<file path="config.mk">
export PLATFORM = sky130hd
export DESIGN_NAME = ccde_ctrl
export DESIGN_NICKNAME = d
export VERILOG_FILES = /design/src/design/cross_correlation_delay_estimator_macros.svh /design/src/design/ccde_pkg.sv /design/src/design/ccde_ctrl.sv
export SDC_FILE = /design/constraint.sdc
export NUM_CORES = 1
export LEC_CHECK = 0
export ABC_AREA = 1
export BUFFER_PORTS_ARGS = -buffer_cell sky130_fd_sc_hd__buf_2
export CAP_MARGIN = 5
export CORE_MARGIN = 4
export CORE_UTILIZATION = 45
export CTS_BUF_LIST = sky130_fd_sc_hd__clkbuf_4
export CTS_CLUSTER_DIAMETER = 40
export DETAILED_ROUTE_END_ITERATION = 7
export PLACE_DENSITY = 0.86
export RECOVER_POWER = 50
export REMOVE_ABC_BUFFERS = 1
export SLEW_MARGIN = 20
export SYNTH_ARGS = -nofsm -noshare
export SYNTH_HDL_FRONTEND = slang
export SYNTH_SLANG_ARGS = --single-unit
</file>
<file path="constraint.sdc">
create_clock -name clk -period 1.7 [get_ports clk]
set_clock_uncertainty 0.1 [all_clocks]
set_input_delay 0.425 -clock clk [delete_from_list [all_inputs] [get_ports clk]]
set_output_delay 0.425 -clock clk [all_outputs]
set_load 0.01 [all_outputs]
</file>
<file path="src/design/cross_correlation_delay_estimator_macros.svh">
// ----------------------------------------------------------------------------
// Assertion macros
// Immediate-cause and next-cycle property checks, removed for synthesis.
// ----------------------------------------------------------------------------
`ifndef CROSS_CORRELATION_DELAY_ESTIMATOR_MACROS_SVH
`define CROSS_CORRELATION_DELAY_ESTIMATOR_MACROS_SVH

`ifndef SYNTHESIS
`define CCDE_ASSERT_IMPL(lbl, clk, rst, ante, cons, msg) \
  lbl: assert property (@(posedge clk) disable iff (rst) (ante) |-> (cons)) \
    else $error(msg);
`define CCDE_ASSERT_NEXT(lbl, clk, rst, ante, cons, msg) \
  lbl: assert property (@(posedge clk) disable iff (rst) (ante) |=> (cons)) \
    else $error(msg);
`else
`define CCDE_ASSERT_IMPL(lbl, clk, rst, ante, cons, msg)
`define CCDE_ASSERT_NEXT(lbl, clk, rst, ante, cons, msg)
`endif

`endif

</file>
<file path="src/design/ccde_pkg.sv">
// ----------------------------------------------------------------------------
// ccde_pkg
// Shared constants, types and helpers of the delay estimator.
// ----------------------------------------------------------------------------
package ccde_pkg;

  localparam int WINDOW      = 256;
  localparam int SAMPLE_BITS = 16;
  localparam int TIME_W      = 32;
  localparam int LAG_W       = 9;
  localparam int D_W         = LAG_W + 1;
  localparam int ADDR_W      = $clog2(WINDOW);
  localparam int CNT_W       = $clog2(WINDOW + 1);
  localparam int KW          = ((CNT_W > D_W) ? CNT_W : D_W) + 2;
  localparam int SUM_W       = SAMPLE_BITS + CNT_W;
  localparam int CEN_W       = SUM_W + 1;
  localparam int PROD_W      = 2 * CEN_W;
  localparam int ACC_W       = PROD_W + CNT_W;
  localparam int DIVD_W      = TIME_W + SAMPLE_BITS;
  localparam int Q_W         = SAMPLE_BITS + 1;
  localparam int CFG_IDX_W   = 1;

  localparam logic [CFG_IDX_W-1:0] REG_MIN_LAG = 1'b0;
  localparam logic [CFG_IDX_W-1:0] REG_MAX_LAG = 1'b1;
  localparam logic signed [LAG_W-1:0] MIN_LAG_RESET = 9'sd0;
  localparam logic signed [LAG_W-1:0] MAX_LAG_RESET = 9'sd32;

  localparam logic [1:0] DIV_DX_STEP  = 2'd0;
  localparam logic [1:0] DIV_DX_START = 2'd1;
  localparam logic [1:0] DIV_DY_STEP  = 2'd2;
  localparam logic [1:0] DIV_DY_START = 2'd3;

  typedef enum logic [3:0] {
    ST_IDLE, ST_CHECK, ST_PUSH1, ST_RDNEW, ST_RDWAIT, ST_DIV, ST_DIVW, ST_INTERP,
    ST_SUM, ST_SUMW, ST_VAR, ST_LAG, ST_MAC, ST_MACW, ST_CMP, ST_DONE
  } state_t;

  typedef struct packed {
    logic in_ready;
    logic capture;
    logic time_update;
    logic push_single;
    logic rd_newest;
    logic interp_setup;
    logic div_start;
    logic div_store;
    logic interp_step;
    logic sum_init;
    logic sum_step;
    logic lag_init;
    logic lag_skip;
    logic mac_init;
    logic mac_step;
    logic lag_compare;
    logic publish;
  } cmd_t;

  typedef struct packed {
    logic no_ref;
    logic advance;
    logic div_busy;
    logic div_last;
    logic interp_last;
    logic sum_last;
    logic pipe_busy;
    logic var_ok;
    logic lag_done;
    logic range_empty;
    logic mac_last;
    logic out_busy;
  } status_t;

  function automatic logic [ADDR_W-1:0] ring_add(input logic [ADDR_W-1:0] base,
                                                 input logic [ADDR_W-1:0] off);
    logic [ADDR_W:0] s;
    s = {1'b0, base} + {1'b0, off};
    if (s >= (ADDR_W+1)'(WINDOW)) begin
      s = s - (ADDR_W+1)'(WINDOW);
    end
    return s[ADDR_W-1:0];
  endfunction

endpackage

</file>
<file path="src/design/ccde_ctrl.sv">
// ----------------------------------------------------------------------------
// ccde_ctrl
// Sequencer: resample, sum, then sweep lags through the MAC pipeline.
// ----------------------------------------------------------------------------
module ccde_ctrl (
  input  logic              clk,
  input  logic              rst,
  input  logic              in_valid,
  input  ccde_pkg::status_t st,
  output ccde_pkg::cmd_t    cmd
);
  ccde_pkg::state_t state, state_next;

  always_ff @(posedge clk) begin
    if (rst) begin
      state <= ccde_pkg::ST_IDLE;
    end else begin
      state <= state_next;
    end
  end

  always_comb begin
    state_next = state;
    unique case (state)
      ccde_pkg::ST_IDLE:   if (in_valid) state_next = ccde_pkg::ST_CHECK;
      ccde_pkg::ST_CHECK: begin
        if (st.no_ref) state_next = ccde_pkg::ST_PUSH1;
        else if (st.advance) state_next = ccde_pkg::ST_RDNEW;
        else state_next = ccde_pkg::ST_SUM;
      end
      ccde_pkg::ST_PUSH1:  state_next = ccde_pkg::ST_SUM;
      ccde_pkg::ST_RDNEW:  state_next = ccde_pkg::ST_RDWAIT;
      ccde_pkg::ST_RDWAIT: state_next = ccde_pkg::ST_DIV;
      ccde_pkg::ST_DIV:    state_next = ccde_pkg::ST_DIVW;
      ccde_pkg::ST_DIVW: begin
        if (!st.div_busy) begin
          state_next = st.div_last ? ccde_pkg::ST_INTERP : ccde_pkg::ST_DIV;
        end
      end
      ccde_pkg::ST_INTERP: if (st.interp_last) state_next = ccde_pkg::ST_SUM;
      ccde_pkg::ST_SUM:    if (st.sum_last) state_next = ccde_pkg::ST_SUMW;
      ccde_pkg::ST_SUMW:   if (!st.pipe_busy) state_next = ccde_pkg::ST_VAR;
      ccde_pkg::ST_VAR: begin
        state_next = st.var_ok ? ccde_pkg::ST_LAG : ccde_pkg::ST_DONE;
      end
      ccde_pkg::ST_LAG: begin
        if (st.lag_done) state_next = ccde_pkg::ST_DONE;
        else if (!st.range_empty) state_next = ccde_pkg::ST_MAC;
      end
      ccde_pkg::ST_MAC:    if (st.mac_last) state_next = ccde_pkg::ST_MACW;
      ccde_pkg::ST_MACW:   if (!st.pipe_busy) state_next = ccde_pkg::ST_CMP;
      ccde_pkg::ST_CMP:    state_next = ccde_pkg::ST_LAG;
      ccde_pkg::ST_DONE:   if (!st.out_busy) state_next = ccde_pkg::ST_IDLE;
      default:             state_next = ccde_pkg::ST_IDLE;
    endcase
  end

  always_comb begin
    cmd = '0;
    unique case (state)
      ccde_pkg::ST_IDLE: begin
        cmd.in_ready = 1'b1;
        cmd.capture  = in_valid;
      end
      ccde_pkg::ST_CHECK: begin
        cmd.time_update = 1'b1;
        cmd.sum_init    = !st.no_ref && !st.advance;
      end
      ccde_pkg::ST_PUSH1: begin
        cmd.push_single = 1'b1;
        cmd.sum_init    = 1'b1;
      end
      ccde_pkg::ST_RDNEW:  cmd.rd_newest = 1'b1;
      ccde_pkg::ST_RDWAIT: cmd.interp_setup = 1'b1;
      ccde_pkg::ST_DIV:    cmd.div_start = 1'b1;
      ccde_pkg::ST_DIVW:   cmd.div_store = !st.div_busy;
      ccde_pkg::ST_INTERP: begin
        cmd.interp_step = 1'b1;
        cmd.sum_init    = st.interp_last;
      end
      ccde_pkg::ST_SUM:    cmd.sum_step = 1'b1;
      ccde_pkg::ST_SUMW:   ;
      ccde_pkg::ST_VAR:    cmd.lag_init = st.var_ok;
      ccde_pkg::ST_LAG: begin
        cmd.lag_skip = !st.lag_done && st.range_empty;
        cmd.mac_init = !st.lag_done && !st.range_empty;
      end
      ccde_pkg::ST_MAC:    cmd.mac_step = 1'b1;
      ccde_pkg::ST_MACW:   ;
      ccde_pkg::ST_CMP:    cmd.lag_compare = 1'b1;
      ccde_pkg::ST_DONE:   cmd.publish = !st.out_busy;
      default: ;
    endcase
  end
endmodule

</file>
==> results_dict.tcl <==
set metrics [dict create \
    status "finished, violations left" \
    violations "negative setup slack" \
    endpoint_kind "output port" \
    coreArea_um2 1170 \
    required_ps 1170 \
    dieArea_um2 1950 \
    start_kind "flip-flop" \
    die_width_um 44.2 \
    start_util_pct 50.2 \
    ys_seq_area_share_pct 13.6 \
    htree_levels 1 \
    routedWlPerCell_um 11.9 \
    wl_met1_um 865 \
    grt_pass1_wl_um 2810 \
    slew_viol_final 0 \
    path_cells "inv_4, nor2_4, buf_6, nand2_2, nor2_2, buf_2" \
    ctsRootBufferMaster "clkbuf_4" \
    num_antenna_cells 0 \
    grt_pass1_vias 715 \
    stdcell_area_um2 935 \
    cpPeakStageDelay_ps 390 \
    yosysWarningCount 0 \
    critPathArrivalTime_ps 1210 \
    path_class "flip-flop to output port" \
    timing.final.ws_setup_ps -33.0 \
    slowest_stage "dfxtp_4" \
    met2_wirelength_um 986 \
    dr_total_vias 892 \
    port_buffers 31 \
    drt-total-wl_um 2050 \
    p_int_w 0.000606 \
    final_common_cell "buf_2" \
    dp_hpwl_um 1360 \
    first_pass_iters 5 \
    min_period_over_period_pct 102 \
    syn_avg_cell_area_um2 5.20 \
    cts_tree "built" \
    grt_max_degree 8 \
    finalHoldViolCount 0 \
    combPwrFrac_pct 71.6 \
    cts_sinks 4 \
    finalWeightedCongestion 0.871 \
    clkTransAtPathRegs_ps 40 \
    dpl.cell_count 160 \
    routed.top_layer "met4" \
    setup_viol 6 \
    drtIter0Drc 28 \
    grt-ovfl-total 0 \
    antenna_left 0 \
    pwr-share-seq_pct 19.1 \
    p_leak_nw 0.599 \
    yosys-top-cells-area "nand2_1 16%, nor2_1 15%, dfxtp_1 14%, nand3_1 13%, inv_1 12%" \
    syn_to_final_growth_pct 58.9 \
    fmax_mhz 577 \
    largest_register_ffs 4 \
    drive_above_1_share_pct 46.8 \
    ys_types 16 \
    p_sw_share_pct 51.1 \
    num_rows 12 \
    hold_path.class "primary input to flip-flop" \
    grtUsageTotal_pct 18.7 \
    power_density_nw_per_um2 1330 \
    io_pins 32 \
    synth_top_area_share_pct 16.0 \
    die_h_um 44.2 \
    final_cells 172 \
    dr_wl_met3_um 156 \
    synth_top_area_cell "nand2_1" \
    mostFrequentLayoutCells "31 x buf_2, 22 x nand2_1, 21 x nor2_1" \
    period_minus_slack_ps 1730 \
    drc 0 \
    ctsHoldBuffers 0 \
    numCtsBuffers 3 \
    worst-slew-pin-transition_ps 306 \
    clock_power_share_pct 9.3 \
    slew-limit-headroom_pct 79.6 \
    grt_setup_unrepaired "true" \
    dpl_cell_area_um2 769 \
    power_switching_w 0.000633 \
    synth_seq_cells 4 \
    vdd_drop_max_uv 888 \
    nets 175 \
    path_max_fanout 5 \
    largestRegisters "state: 4 flops" \
    vias_per_cell 5.19 \
    clockBufferDepth 2 \
    regMostFlops "state" \
    clk_latency_ps 230 \
    syn-cell-area_um2 588 \
    cap_violations 0 \
    antenna_found_initial 0 \
    syn_inst 113 \
]
## area by class of cell
cell class / count / area, um2
multi-input cells: 86 / 457
repair buffers: 43 / 253
fillers: 84 / 236
flip-flops and latches: 4 / 95.1
inverters: 22 / 90.1
clock buffers: 3 / 22.5
well taps: 14 / 17.5
## routing by layer
layer	vias up	global-route usage, %
met1	393	22.4
met4	0	9.64
met3	8	2.03
li1	441	-
met2	50	32.6
met5	-	0
## synthesized netlist by cell type, drive strengths merged
cell type,count
nor3,3
o211ai,1
dfxtp,4
inv,22
a21oi,3
nand2,29
nand3,16
nor2,30
clkbuf,1
nand3b,1
o21ai,3
## stage by stage
stage	hold slack, ps	total power [W]	setup WS (ps)	setup TNS (ps)	utilization [%]
finish	362	0.00124	-33.0	-79.0	79.8
global route	373	0.00134	-158	-768	79.8
detailed placement	468	0.000891	63.5	0	65.7
floorplan	428	0.000673	131	0	-
global placement	453	0.000877	104	0	65.7
CTS	359	0.00111	-20.7	-23.5	74.4
## power by group through the flow
stage                     clock network [W]  registers (W)  logic, W
after floorplan                           0       0.000180  0.000492
after global placement                    0       0.000181  0.000696
after detailed placement                  0       0.000185  0.000705
after CTS                          0.000117       0.000212  0.000781
after global routing               0.000125       0.000241  0.000970
final                              0.000115       0.000237  0.000887
## timing repair
item | CTS | global route
endpoints found under the setup margin | 14 | 10
pin swaps | 3 | 4
setup buffers | 5 | 4
resized for setup | 17 | 12
## worst max-delay path: cells and delay by family, from the launching register on
family | cells | cell delay (ps)
AND/OR/NAND/NOR | 3 | 270
flip-flops | 1 | 390
buffers and inverters | 3 | 320
## final timing paths
path / endpoint / startpoint / slack, ps / cells past startpoint
setup / recovery: cmd[5] / state[1]$_SDFFE_PP0P_ / -30 / 6
hold / removal: state[1]$_SDFFE_PP0P_ / rst / 360 / 4
setup reg to reg: state[1]$_SDFFE_PP0P_ / state[2]$_SDFFE_PP0P_ / 110 / 10
hold reg to reg: state[0]$_SDFFE_PP0P_ / state[0]$_SDFFE_PP0P_ / 490 / 2
## kinds of logic after synthesis
| family | Yosys count | share of synthesized area (%) |
|---|---|---|
| buffers and inverters | 23 | 16.4 |
| flip-flops | 4 | 13.6 |
| AND/OR/NAND/NOR | 79 | 63.6 |
| AO/OA/AOI/OAI | 7 | 6.38 |
No activity file was read; power rests on OpenSTA's default activity.
